==> src/design/im2col_pkg.sv <==
// Shared types and constants for the im2col address generator.
// Holds the item, config and queue-entry structs and the register index codes.
// No dependencies.
package im2col_pkg;

	// field widths fixed by the interface
	localparam int ROW_W    = 10;
	localparam int DIM_W    = 11;
	localparam int KER_W    = 4;
	localparam int STRIDE_W = 4;
	localparam int PAD_W    = 3;
	localparam int TAP_W    = 3;
	localparam int ADDR_W   = 26;

	// row*stride or col*stride: 1023*15 fits in 14 bits
	localparam int BASE_W   = ROW_W + STRIDE_W;
	// pixel index h*W+w for in-range taps: below 2^22
	localparam int PIX_W    = 2 * DIM_W;

	// position queue between front and back
	localparam int QDEPTH   = 2;
	localparam int QPTR_W   = $clog2(QDEPTH);

	// config register indexes
	typedef enum logic [2:0] {
		REG_IN_HEIGHT = 3'd0,
		REG_IN_WIDTH  = 3'd1,
		REG_KERNEL_H  = 3'd2,
		REG_KERNEL_W  = 3'd3,
		REG_STRIDE_H  = 3'd4,
		REG_STRIDE_W  = 3'd5,
		REG_PAD_TOP   = 3'd6,
		REG_LEFT_PAD  = 3'd7
	} cfg_index_t;

	typedef struct packed {
		logic [ROW_W-1:0] out_row;
		logic [ROW_W-1:0] out_col;
	} in_item_t;

	typedef struct packed {
		logic [ADDR_W-1:0] element_base;
		logic              is_padding;
		logic [TAP_W-1:0]  tap_row;
		logic [TAP_W-1:0]  tap_col;
		logic              last;
	} out_item_t;

	// configuration as seen by the back end (kernel sizes already clamped)
	typedef struct packed {
		logic [DIM_W-1:0] in_height;
		logic [DIM_W-1:0] in_width;
		logic [KER_W-1:0] kh;
		logic [KER_W-1:0] kw;
		logic [PAD_W-1:0] pad_top;
		logic [PAD_W-1:0] left_pad;
	} back_cfg_t;

	// one queued output position, already scaled by the strides
	typedef struct packed {
		logic [BASE_W-1:0] row_base;
		logic [BASE_W-1:0] col_base;
	} pos_t;

endpackage

==> src/design/im2col_front.sv <==
// Front end: takes output positions and scales them by the strides.
// Depends on im2col_pkg.
module im2col_front
	import im2col_pkg::*;
(
	input  logic                in_valid,
	output logic                in_stall,
	input  in_item_t            in_item,
	input  logic [STRIDE_W-1:0] stride_h,
	input  logic [STRIDE_W-1:0] stride_w,
	input  logic                q_full,
	output logic                push,
	output pos_t                push_pos
);

	// accept whenever the queue has room
	assign in_stall = q_full;
	assign push     = in_valid && !q_full;

	// row*stride_h and col*stride_w, 10x4 products
	assign push_pos.row_base = BASE_W'(in_item.out_row * stride_h);
	assign push_pos.col_base = BASE_W'(in_item.out_col * stride_w);

endmodule

==> src/design/im2col_queue.sv <==
// Short position queue that decouples front and back ends.
// Depends on im2col_pkg.
module im2col_queue
	import im2col_pkg::*;
(
	input  logic clk,
	input  logic arst_n,
	input  logic push,
	input  pos_t push_pos,
	input  logic pop,
	output logic full,
	output logic head_valid,
	output pos_t head_pos
);

	pos_t              mem_q [QDEPTH];
	logic [QPTR_W-1:0] wr_ptr_q;
	logic [QPTR_W-1:0] rd_ptr_q;
	logic [QPTR_W:0]   count_q;

	assign full       = (count_q == (QPTR_W+1)'(QDEPTH));
	assign head_valid = (count_q != '0);
	assign head_pos   = mem_q[rd_ptr_q];

	// pointers and fill count
	always_ff @(posedge clk or negedge arst_n) begin
		if (!arst_n) begin
			wr_ptr_q <= '0;
			rd_ptr_q <= '0;
			count_q  <= '0;
		end else begin
			if (push) begin
				wr_ptr_q <= (wr_ptr_q == QPTR_W'(QDEPTH-1)) ? '0 : wr_ptr_q + 1'b1;
			end
			if (pop) begin
				rd_ptr_q <= (rd_ptr_q == QPTR_W'(QDEPTH-1)) ? '0 : rd_ptr_q + 1'b1;
			end
			if (push && !pop) begin
				count_q <= count_q + 1'b1;
			end else if (pop && !push) begin
				count_q <= count_q - 1'b1;
			end
		end
	end

	// entry storage
	always_ff @(posedge clk) begin
		if (push) begin
			mem_q[wr_ptr_q] <= push_pos;
		end
	end

endmodule

==> src/design/im2col_back.sv <==
// Back end: walks the kernel taps of the head position, one tap per cycle unless
// the output is stalled, through a three-stage address pipeline. Depends on im2col_pkg.
module im2col_back
	import im2col_pkg::*;
#(
	parameter int CHANNELS = 64
) (
	input  logic      clk,
	input  logic      arst_n,
	input  back_cfg_t cfg,
	input  logic      head_valid,
	input  pos_t      head_pos,
	output logic      pop,
	output logic      out_valid,
	input  logic      out_stall,
	output out_item_t out_item
);

	localparam int CH_W = $clog2(CHANNELS + 1);
	localparam logic [CH_W-1:0] CH_MUL = CH_W'(CHANNELS);

	logic             advance;
	logic             last_tap;
	logic [TAP_W-1:0] p_q;
	logic [TAP_W-1:0] q_q;

	logic signed [BASE_W:0] h_in;
	logic signed [BASE_W:0] w_in;
	logic                   h_ok;
	logic                   w_ok;

	// stage 1: tap coordinates and range check
	logic             valid_s1;
	logic [DIM_W-1:0] h_s1;
	logic [DIM_W-1:0] w_s1;
	logic             ok_s1;
	logic [TAP_W-1:0] p_s1;
	logic [TAP_W-1:0] q_s1;
	logic             last_s1;

	// stage 2: pixel index
	logic             valid_s2;
	logic [PIX_W-1:0] pix_s2;
	logic             ok_s2;
	logic [TAP_W-1:0] p_s2;
	logic [TAP_W-1:0] q_s2;
	logic             last_s2;

	// stage 3: output register
	logic      valid_s3;
	out_item_t item_s3;

	logic [PIX_W+CH_W-1:0] addr_full;

	// whole pipeline moves unless the output holds a stalled item
	assign advance  = !(valid_s3 && out_stall);
	assign last_tap = ({1'b0, p_q} == cfg.kh - 1'b1) && ({1'b0, q_q} == cfg.kw - 1'b1);
	assign pop      = advance && head_valid && last_tap;

	// tap sequencer, q inner, p outer
	always_ff @(posedge clk or negedge arst_n) begin
		if (!arst_n) begin
			p_q <= '0;
			q_q <= '0;
		end else if (advance && head_valid) begin
			if ({1'b0, q_q} == cfg.kw - 1'b1) begin
				q_q <= '0;
				p_q <= last_tap ? '0 : p_q + 1'b1;
			end else begin
				q_q <= q_q + 1'b1;
			end
		end
	end

	// input coordinates of this tap, signed after padding offset
	assign h_in = $signed({1'b0, head_pos.row_base}) + $signed({{(BASE_W-TAP_W+1){1'b0}}, p_q})
		- $signed({{(BASE_W-PAD_W+1){1'b0}}, cfg.pad_top});
	assign w_in = $signed({1'b0, head_pos.col_base}) + $signed({{(BASE_W-TAP_W+1){1'b0}}, q_q})
		- $signed({{(BASE_W-PAD_W+1){1'b0}}, cfg.left_pad});
	assign h_ok = !h_in[BASE_W] && (h_in[BASE_W-1:0] < BASE_W'(cfg.in_height));
	assign w_ok = !w_in[BASE_W] && (w_in[BASE_W-1:0] < BASE_W'(cfg.in_width));

	assign addr_full = pix_s2 * CH_MUL;

	// stage valids
	always_ff @(posedge clk or negedge arst_n) begin
		if (!arst_n) begin
			valid_s1 <= 1'b0;
			valid_s2 <= 1'b0;
			valid_s3 <= 1'b0;
		end else if (advance) begin
			valid_s1 <= head_valid;
			valid_s2 <= valid_s1;
			valid_s3 <= valid_s2;
		end
	end

	// stage payloads
	always_ff @(posedge clk) begin
		if (advance) begin
			h_s1    <= h_in[DIM_W-1:0];
			w_s1    <= w_in[DIM_W-1:0];
			ok_s1   <= h_ok && w_ok;
			p_s1    <= p_q;
			q_s1    <= q_q;
			last_s1 <= last_tap;

			pix_s2  <= PIX_W'(h_s1) * PIX_W'(cfg.in_width) + PIX_W'(w_s1);
			ok_s2   <= ok_s1;
			p_s2    <= p_s1;
			q_s2    <= q_s1;
			last_s2 <= last_s1;

			item_s3.element_base <= ok_s2 ? ADDR_W'(addr_full) : '0;
			item_s3.is_padding   <= !ok_s2;
			item_s3.tap_row      <= p_s2;
			item_s3.tap_col      <= q_s2;
			item_s3.last         <= last_s2;
		end
	end

	assign out_valid = valid_s3;
	assign out_item  = item_s3;

endmodule

==> src/design/im2col_address_generator.sv <==
// im2col address generator: one result per kernel tap, kernel_h*kernel_w per
// position (9 for 3x3), one tap per cycle from the back end's sequencer unless the
// output stalls. Accepted positions pass the queue and back-end stages 1, 2 and 3;
// a 2-entry queue lets the next positions be taken while the current one is walked.
// Reset clears the queue, tap counters and pipeline valids; config registers
// return to sizes and strides of 1 and pads of 0.
module im2col_address_generator
	import im2col_pkg::*;
#(
	parameter int CHANNELS   = 64,
	parameter int MAX_KERNEL = 8
) (
	input  logic             clk,
	input  logic             arst_n,
	input  logic             in_valid,
	output logic             in_stall,
	input  in_item_t         in_item,
	output logic             out_valid,
	input  logic             out_stall,
	output out_item_t        out_item,
	input  logic             cfg_valid,
	output logic             cfg_ready,
	input  cfg_index_t       cfg_index,
	input  logic [DIM_W-1:0] cfg_data
);

	logic [DIM_W-1:0]    in_height_q;
	logic [DIM_W-1:0]    in_width_q;
	logic [KER_W-1:0]    kernel_h_q;
	logic [KER_W-1:0]    kernel_w_q;
	logic [STRIDE_W-1:0] stride_h_q;
	logic [STRIDE_W-1:0] stride_w_q;
	logic [PAD_W-1:0]    pad_top_q;
	logic [PAD_W-1:0]    left_pad_q;

	back_cfg_t bcfg;
	logic      push;
	pos_t      push_pos;
	logic      q_full;
	logic      head_valid;
	pos_t      head_pos;
	logic      pop;

	assign cfg_ready = 1'b1;

	// config register file
	always_ff @(posedge clk or negedge arst_n) begin
		if (!arst_n) begin
			in_height_q <= DIM_W'(1);
			in_width_q  <= DIM_W'(1);
			kernel_h_q  <= KER_W'(1);
			kernel_w_q  <= KER_W'(1);
			stride_h_q  <= STRIDE_W'(1);
			stride_w_q  <= STRIDE_W'(1);
			pad_top_q   <= '0;
			left_pad_q  <= '0;
		end else if (cfg_valid && cfg_ready) begin
			unique case (cfg_index)
				REG_IN_HEIGHT: in_height_q <= cfg_data;
				REG_IN_WIDTH:  in_width_q  <= cfg_data;
				REG_KERNEL_H:  kernel_h_q  <= cfg_data[KER_W-1:0];
				REG_KERNEL_W:  kernel_w_q  <= cfg_data[KER_W-1:0];
				REG_STRIDE_H:  stride_h_q  <= cfg_data[STRIDE_W-1:0];
				REG_STRIDE_W:  stride_w_q  <= cfg_data[STRIDE_W-1:0];
				REG_PAD_TOP:   pad_top_q   <= cfg_data[PAD_W-1:0];
				REG_LEFT_PAD:  left_pad_q  <= cfg_data[PAD_W-1:0];
				default: ;
			endcase
		end
	end

	// kernel sizes: zero acts as one, large values saturate
	always_comb begin
		bcfg.in_height = in_height_q;
		bcfg.in_width  = in_width_q;
		bcfg.pad_top   = pad_top_q;
		bcfg.left_pad  = left_pad_q;
		if (kernel_h_q == '0) begin
			bcfg.kh = KER_W'(1);
		end else if (kernel_h_q > KER_W'(MAX_KERNEL)) begin
			bcfg.kh = KER_W'(MAX_KERNEL);
		end else begin
			bcfg.kh = kernel_h_q;
		end
		if (kernel_w_q == '0) begin
			bcfg.kw = KER_W'(1);
		end else if (kernel_w_q > KER_W'(MAX_KERNEL)) begin
			bcfg.kw = KER_W'(MAX_KERNEL);
		end else begin
			bcfg.kw = kernel_w_q;
		end
	end

	im2col_front u_front (
		.in_valid (in_valid),
		.in_stall (in_stall),
		.in_item  (in_item),
		.stride_h (stride_h_q),
		.stride_w (stride_w_q),
		.q_full   (q_full),
		.push     (push),
		.push_pos (push_pos)
	);

	im2col_queue u_queue (
		.clk        (clk),
		.arst_n     (arst_n),
		.push       (push),
		.push_pos   (push_pos),
		.pop        (pop),
		.full       (q_full),
		.head_valid (head_valid),
		.head_pos   (head_pos)
	);

	im2col_back #(
		.CHANNELS (CHANNELS)
	) u_back (
		.clk        (clk),
		.arst_n     (arst_n),
		.cfg        (bcfg),
		.head_valid (head_valid),
		.head_pos   (head_pos),
		.pop        (pop),
		.out_valid  (out_valid),
		.out_stall  (out_stall),
		.out_item   (out_item)
	);

endmodule
==> config.mk <==
export PLATFORM = sky130hd
export DESIGN_NAME = im2col_address_generator
export DESIGN_NICKNAME = d
export VERILOG_FILES = /design/src/design/im2col_pkg.sv /design/src/design/im2col_front.sv /design/src/design/im2col_queue.sv /design/src/design/im2col_back.sv /design/src/design/im2col_address_generator.sv
export SDC_FILE = /design/constraint.sdc
export NUM_CORES = 1
export LEC_CHECK = 0
export BUFFER_PORTS_ARGS = -buffer_cell sky130_fd_sc_hd__clkbuf_2
export CELL_PAD_IN_SITES_DETAIL_PLACEMENT = 1
export CELL_PAD_IN_SITES_GLOBAL_PLACEMENT = 1
export CORE_MARGIN = 5
export CORE_UTILIZATION = 46
export CTS_CLUSTER_DIAMETER = 80
export DETAILED_ROUTE_END_ITERATION = 16
export PLACE_DENSITY = 0.82
export SLEW_MARGIN = 20
export SYNTH_ARGS = -nofsm -noshare
export SYNTH_HDL_FRONTEND = slang
export SYNTH_SLANG_ARGS = --single-unit
export TNS_END_PERCENT = 30
==> constraint.sdc <==
create_clock -name clk -period 4.7 [get_ports clk]
set_input_delay 0.47 -clock clk [delete_from_list [all_inputs] [get_ports clk]]
set_output_delay 0.47 -clock clk [all_outputs]
set_load 0.005 [all_outputs]
Yosys cells after proc, flatten, opt, wreduce, memory -nomap -nowiden:

Memories as Yosys holds them, arrays and structs flattened.
Cells that the tools add are included.

* bits in registers: 149
* bits in writable memories: 56
* input port bits: 39
* output and inout port bits: 37
* logic and storage cells: 107
* memories: 1

Memory list
* u_queue.mem_q: words 2, bits a word 28, read ports 1, clocked after Yosys merged registers in 0, write ports 1, RTL line im2col_queue.sv:16 `pos_t mem_q [QDEPTH];`

* add/subtract/negate cells: 13
* multipliers: 3
* $lt $le $gt $ge: 4
* equality and inequality tests: 10
* multiplexer cells: 12
* reduce and logical (&&, ||, !) cells: 31

Operators by type and width (number)
* 14-bit by 3-bit adder with 15-bit output: 2
* 15-bit by 4-bit subtractor with 15-bit output: 2
* 14-bit by 11-bit < comparator with 1-bit output: 2
* 10-bit by 4-bit multiplier with 14-bit output: 2
* 20-bit by 11-bit adder with 20-bit output: 1
* 11-bit by 11-bit multiplier with 20-bit output: 1
* 2-bit AND reduction: 9
* 4-bit 2-to-1 mux: 4
* 3-bit == test (second input constant): 4
* 1-bit logical AND: 10
* 3-bit by 4-bit == test with 1-bit output: 2
* 4-bit greater-than comparator (second input constant): 2
* 4-bit logical NOT: 2
* 4-bit by 1-bit subtractor with 4-bit output (second input constant): 2
* 1-bit logical NOT: 7
* 3-bit by 1-bit adder with 3-bit output (second input constant): 2
* 3-bit by 2-bit == test with 1-bit output (second input constant): 2
* 3-bit 2-to-1 mux: 2
* 1-bit 2-to-1 mux: 4
* 2-bit 2-to-1 mux: 2
* 2-bit nonzero test: 2
* 3-bit by 1-bit == test with 1-bit output (second input constant): 1
* 3-bit logical NOT: 1
* 1-bit adder (second input constant): 2
* 3 further kinds: 3

Logic depth before layout (Yosys ltp):

Gate-level depths: netlist (run 1).

* word-level depth: 10
* depth in mapped cells: 20
* gate-level depth less buffers: 19

Hierarchy:

From an unflattened synthesis (run 1), not the netlist that was laid out.

* cells, all modules: 1483
* area, all modules: 16015.4 um^2

By module, submodules not included
* im2col_back: instances 1, cells each 969, area each 9545.4 um^2, sequential area each 2807.7 um^2
* im2col_front: instances 1, cells each 301, area each 2396.0 um^2, sequential area each 0.0 um^2
* im2col_queue: instances 1, cells each 103, area each 2257.2 um^2, sequential area each 1781.7 um^2
* im2col_address_generator: instances 1, cells each 110, area each 1816.7 um^2, sequential area each 1108.6 um^2

Worst setup path before layout (run 1):

OpenSTA, ideal clock, no wires.

* kind: register to register
* from: register in_width_q[2]
* to: register u_back.pix_s2[18], data pin
* setup time: 258 ps
* arrival: 4822 ps
* required time: 4442 ps
* setup slack: -379 ps
* cell stages (with the launch flop): 19
* path buffers: 1
* period minus slack after synthesis: 5079 ps
* path through: dfrtp_1 clkbuf_1 nand2_1 fa_1 inv_1 fa_1 fa_1 fa_1 inv_1 fa_1 inv_1 ha_1 and2_1 a31oi_1 o21ai_0 o21ai_0 o2111ai_1 a21oi_1 xnor2_1

* cells in the longest elaborated chain, start to end: 2

RTL lines
* from (decl): RTL line im2col_address_generator.sv:28 `logic [DIM_W-1:0] in_width_q;`
* from (signal assigned): RTL line im2col_address_generator.sv:60 `REG_IN_WIDTH: in_width_q <= cfg_data;`
* 11-bit by 11-bit multiplier with 20-bit output: RTL line im2col_back.sv:108 `pix_s2 <= PIX_W'(h_s1) * PIX_W'(cfg.in_width) + PIX_W'(w_s1);`
* 20-bit by 11-bit adder with 20-bit output: RTL line im2col_back.sv:108
* to (signal assigned): RTL line im2col_back.sv:108
* to (decl): RTL line im2col_back.sv:43 `logic [PIX_W-1:0] pix_s2;`

Every way passes these cells.
A chain may end at the register's enable or synchronous reset.

Worst setup path in the final report (run 1):

* from: register u_back.h_s1[5]
* to: register u_back.pix_s2[17], data pin

* cells in the longest elaborated chain, start to end: 2

RTL lines
* from (decl): RTL line im2col_back.sv:34 `logic [DIM_W-1:0] h_s1;`
* from (signal assigned): RTL line im2col_back.sv:101 `h_s1 <= h_in[DIM_W-1:0];`
* 11-bit by 11-bit multiplier with 20-bit output: RTL line im2col_back.sv:108
* 20-bit by 11-bit adder with 20-bit output: RTL line im2col_back.sv:108

Every way passes these cells.

==> impl_metrics.json, run 1 <==
{
  "rsz0062_at_grt": "true",
  "slew_violations": 0,
  "crit_path_frequent_cell": "fa_1",
  "first_pass_iters": 6,
  "ys_seq_area_share_pct": 37.3,
  "fillers": 3524,
  "grt_overflow": 0,
  "synthTopCellsByArea": "edfxtp_1, fa_1, ha_1, dfrtp_1, inv_1",
  "async_reset_ff_share_pct": 28.6,
  "path_cells": "buf_6 -> nand2_2 -> fa_1 -> fa_1 -> fa_1 -> inv_2 -> fa_1 -> inv_2 -> fa_1 -> inv_2 -> ha_4 -> or3_4 -> o21ai_4 -> o31ai_4 -> o211a_1 -> o21a_1 -> nor2_2 -> xnor2_1",
  "setup_ws_ps": -371,
  "tightest_slew_ps": 1080,
  "cts_buffers": 17,
  "finish.instance_area_sq_um": 18000,
  "wl_mm": 39.5,
  "cts_root_buf": "clkbuf_16",
  "htreeDepth": 4,
  "route.detailed.drc": 0,
  "rows": 66,
  "cp_max_fo": 5,
  "diodes": 0,
  "fmax_ghz": 0.197,
  "synth_area_sq_um": 15300,
  "synth_top_area_share_pct": 27.9,
  "clock_latency_ps": 460,
  "grt_util_all_layers_pct": 21.5,
  "antenna_found_initial": 0,
  "synthXorXnorAreaFrac_pct": 3.84,
  "path_class": "register to register",
  "met1_usage_pct": 23.8,
  "synth-simple-area-share_pct": 11.9,
  "required_ps": 4900,
  "die_h_um": 192,
  "dp.cells": 2005,
  "netlist_instances": 1446,
  "drive_gt1_share_pct": 21.5,
  "synth_fa_ha_area_share_pct": 28.4,
  "clock_path_buffers": 2,
  "via_per_inst": 5.23,
  "cts_tree": "yes",
  "io_buffers": 68,
  "critPathCaptureType": "register",
  "numClockSinks": 199,
  "critPathMaxStageDelay_ps": 560,
  "max_slew_margin_pct": 27.7,
  "maxCapViolCount": 0,
  "antenna_left": 0,
  "path_clk_slew_ps": 80,
  "synthToLayoutAreaGrowth_pct": 17.9,
  "synth_edf_count": 142,
  "crit_slowest_cell": "fa_1",
  "crit_family": "adder cells",
  "ctsHoldBuffers": 0,
  "grt_pass1_vias": 12306,
  "ys_ff_latch": 199,
  "first_iter_violations": 454,
  "synth.most_common_cell": "inv_1",
  "critPathBufInv": 4,
  "avgRoutedWirePerCell_um": 19.1,
  "synth-compound-area-share_pct": 7.07,
  "violations": "setup timing",
  "core-area_sq_um": 32600,
  "grt_max_degree": 74,
  "setup_viol": 6,
  "synth.mux.area_fraction_pct": 3.88,
  "dp.final_hpwl_mm": 28.2,
  "final.period_utilization_pct": 108,
  "holdCritPathClass": "input pin to async pin",
  "grt_pass1_wl_mm": 62.4,
  "vias": 10826,
  "met3_usage_pct": 3.25,
  "synth_cell_types": 56,
  "start_util_pct": 46.8,
  "ios": 76,
  "die_area_sq_um": 36900,
  "netlist.top_cell.by_area": "edfxtp_1",
  "critPathLaunchType": "register",
  "syn_area_per_cell_sq_um": 10.6,
  "yosysWarnings": 0,
  "met2_usage_pct": 41.3,
  "place_ws_ps": -436,
  "skew_ps": 11.9,
  "nets": 1925,
  "gp_congestion": 0.867,
  "postPlaceCellArea_sq_um": 16700,
  "crit_arrival_ps": 5270,
  "whs_ps": 185,
  "yosys_most_used_dff": "edfxtp_1",
  "top_usage_layer": "met2",
  "finalHoldViolations": 0,
  "yosys-top-cells-count": "inv_1, nand2_1, edfxtp_1, ha_1, fa_1",
  "die_width_um": 192,
  "run_status": "finished with violations",
  "synth_top_family_by_area": "adder cells",
  "finalNonFillerCells": 2071,
  "period_needed_ps": 5070
}
==> worst reg2reg max path, cell delays in order (launching register included) <==
cell	delay, ps
edfxtp_1	440
buf_6	170
nand2_2	90
fa_1	480
fa_1	560
fa_1	550
inv_2	40
fa_1	530
inv_2	50
fa_1	530
inv_2	50
ha_4	170
or3_4	340
o21ai_4	90
o31ai_4	110
o211a_1	240
o21a_1	190
nor2_2	120
xnor2_1	80
==> sequential cells by signal (all words and copies together) (netlist names), 11 cells and up <==
| signal | cells |
|---|---|
| u_queue.mem_q | 56 |
| in_width_q | 11 |
| u_back.pix_s2 | 20 |
| u_back.w_s1 | 11 |
| u_back.out_item | 28 |
| in_height_q | 11 |
| u_back.h_s1 | 11 |
==> cell usage in the layout (no fill, tap or decap), drive strengths merged, types with 45 or more instances in the layout <==
cell type and count:
and2 91, ha 142, o21ai 55, a21oi 45, clkbuf 86, edfxtp 142
dfrtp 51, nand2 182, nor2 45, xnor2 53, buf 125, fa 128
inv 255
==> final timing paths <==
kind / slack [ps] / endpoint / startpoint / cells after the start
setup / recovery: -370 / u_back.pix_s2[17] / u_back.h_s1[5] / 18
hold / removal: 180 / u_back.valid_s2 / arst_n / 2
setup reg to reg: -370 / u_back.pix_s2[17] / u_back.h_s1[5] / 18
hold reg to reg: 420 / u_back.q_s2[2] / u_back.q_s1[2] / 0
max in group asynchronous: 3910 / in_width_q[7] / arst_n / 2
min in group clk: 240 / in_height_q[5] / cfg_data[5] / 3
==> layer usage <==
| layer | up-vias | part of all wire (%) |
|---|---|---|
| met4 | 0 | 3.2 |
| met2 | 199 | 56 |
| met1 | 5506 | 38 |
| met5 | - | 0 |
| met3 | 91 | 2.5 |
| li1 | 5030 | - |
==> timing repair <==
item	in CTS	in global routing
buffers inserted	27	9
pin swaps	40	49
setup endpoints to repair	10	12
gates resized for setup	49	50
==> per-stage QoR <==
step	util, %	TNS, ps
2_1_floorplan	-	-10.9
3_3_place_gp	51.3	-997
3_5_place_dp	51.3	-2350
4_1_cts	54.4	-1300
5_1_grt	55.2	-2720
6_report	55.2	-1620
==> logic make-up (layout without fill, tap and decap cells) <==
logic type	count (synthesis)	in the layout
multiplexers	55	55
flip-flops	199	199
other	2	7
buffers and inverters	297	475
AO/OA/AOI/OAI	171	171
AND/OR/NAND/NOR	385	385
adder cells (fa/ha/maj)	270	270
XOR/XNOR	67	67
==> layout make-up <==
| type | instances | area, sq um | share of cell area (%) |
|---|---|---|---|
| multi-input combinational | 955 | 8870 | 49.3 |
| sequential | 199 | 5710 | 31.7 |
| tap | 442 | 553 | 3.07 |
| clock inverter | 14 | 161 | 0.897 |
| clock buffer | 18 | 429 | 2.39 |
| inverter | 250 | 938 | 5.22 |
| timing repair buffer | 193 | 1340 | 7.42 |
Power of run 1 is not shown: default switching activity piles up to over one toggle a cycle in this logic, so the estimate is an artifact.
==> run 2: changes to the inputs <==
--- a/config.mk
+++ b/config.mk
@@ -6,7 +6,7 @@
 export NUM_CORES = 1
 export LEC_CHECK = 0
 export BUFFER_PORTS_ARGS = -buffer_cell sky130_fd_sc_hd__clkbuf_2
-export CELL_PAD_IN_SITES_DETAIL_PLACEMENT = 1
+export CELL_PAD_IN_SITES_DETAIL_PLACEMENT = 0
 export CELL_PAD_IN_SITES_GLOBAL_PLACEMENT = 1
 export CORE_MARGIN = 5
 export CORE_UTILIZATION = 46
==> run 2 against run 1 <==
Compared with the run above:
- setup slack better by 180 ps
- non-clock buffer count decreased by 10
- critical endpoint is now u_back.pix_s2[16]
- the run still ends with setup timing left
- critical path type unchanged
- die area stayed put
- register-to-register slack better by 180 ps
==> impl_metrics.json, run 2 (synthesis results as in run 1) <==
{
  "io_buffers": 68,
  "fillers": 2793,
  "dp.cells": 2005,
  "grt_overflow": 0,
  "tightest_slew_ps": 1000,
  "required_ps": 4890,
  "rsz0062_at_grt": "true",
  "grt_pass1_vias": 10378,
  "core-area_sq_um": 32600,
  "crit_arrival_ps": 5080,
  "route.detailed.drc": 0,
  "setup_viol": 6,
  "run_status": "finished with violations",
  "period_needed_ps": 4890,
  "cts_tree": "yes",
  "drive_gt1_share_pct": 20.1,
  "final_common_cell": "inv_1",
  "die_h_um": 192,
  "diodes": 0,
  "numClockSinks": 199,
  "finalNonFillerCells": 2061,
  "grt_max_degree": 74,
  "dp.final_hpwl_mm": 23.0,
  "regMostFlops": "u_queue.mem_q",
  "grt_pass1_wl_mm": 50.1,
  "cp_max_fo": 4,
  "path_class": "register to register",
  "finalHoldViolations": 0,
  "htreeDepth": 4,
  "ios": 76,
  "maxCapViolCount": 0,
  "antenna_found_initial": 0,
  "synthToLayoutAreaGrowth_pct": 17.0,
  "gp_congestion": 0.867,
  "first_iter_violations": 371,
  "vias": 10046,
  "place_ws_ps": -370,
  "avgRoutedWirePerCell_um": 14.3,
  "holdCritPathClass": "input pin to async pin",
  "path_clk_slew_ps": 80,
  "die_width_um": 192,
  "violations": "setup timing",
  "clock_latency_ps": 450,
  "via_per_inst": 4.87,
  "max_slew_margin_pct": 32.8,
  "nets": 1915,
  "antenna_left": 0,
  "rows": 66,
  "slew_violations": 0,
  "cts_root_buf": "clkbuf_16",
  "start_util_pct": 46.8,
  "critPathCaptureType": "register",
  "largest_reg_flops": 56,
  "cts_buffers": 17,
  "setup_ws_ps": -190,
  "final.period_utilization_pct": 104,
  "critPathLaunchType": "register",
  "wl_mm": 29.4,
  "ctsHoldBuffers": 0,
  "layout_common_cells": "inv_1, nand2_1, edfxtp_1, ha_1, fa_1",
  "first_pass_iters": 5,
  "clock_path_buffers": 2,
  "skew_ps": 14.6,
  "final_util_pct": 54.8,
  "fmax_ghz": 0.205,
  "grt_util_all_layers_pct": 16.7,
  "die_area_sq_um": 36900
}
run 2: layout make-up:
| type | count | area, sq um | area share, % |
|---|---|---|---|
| timing repair buffer | 183 | 1260 | 7.06 |
| clock inverter | 15 | 179 | 1.00 |
| inverter | 250 | 938 | 5.25 |
| tap | 442 | 553 | 3.10 |
| clock buffer | 17 | 425 | 2.38 |
| multi-input combinational | 955 | 8800 | 49.3 |
| sequential | 199 | 5700 | 31.9 |
run 2: critical path: stages (launching register included):
cell	delay [ps]
edfxtp_1	440
buf_6	150
buf_4	120
and2_4	130
fa_1	540
fa_1	430
fa_1	480
fa_1	510
inv_2	40
fa_1	490
inv_2	50
ha_4	240
and2_4	160
a31oi_4	170
o21ai_4	110
o211a_1	220
o21a_1	170
nor2_2	100
xnor2_1	80
run 2: path summary, 6_finish.rpt:
kind                                 from                 to  slack, ps  cells past startpoint
max                        u_back.h_s1[2]  u_back.pix_s2[16]       -190                     18
min                                arst_n    u_back.valid_s1        170                      2
max reg2reg                u_back.h_s1[2]  u_back.pix_s2[16]       -190                     18
min reg2reg                u_back.last_s1     u_back.last_s2        420                      0
max in group asynchronous          arst_n      in_width_q[5]       3950                      2
min in group clk              cfg_data[5]      in_width_q[5]        260                      3
run 2: per-stage QoR:
| stage | hold slack, ps | area, sq um | setup TNS [ps] |
|---|---|---|---|
| after floorplan | 174 | 15500 | -10.9 |
| after global placement | 401 | 16700 | -997 |
| after detailed placement | 405 | 16700 | -1630 |
| after CTS | 201 | 17800 | -420 |
| after global routing | 248 | 17900 | -2010 |
| final | 173 | 17900 | -770 |
run 2: layer usage:
metal,vias up,share of wire [%],track usage (%)
li1,5030,-,-
met1,4857,44,21.1
met2,134,53,30.7
met3,25,2.7,2.20
met4,0,1.0,3.48
met5,-,0,0
run 2: repair_timing:
item,in CTS,in global routing
pin swaps,57,26
buffers inserted,19,5
endpoints found under the setup margin,7,8
resized for setup,59,18
Power of run 2 is left out for the same reason.
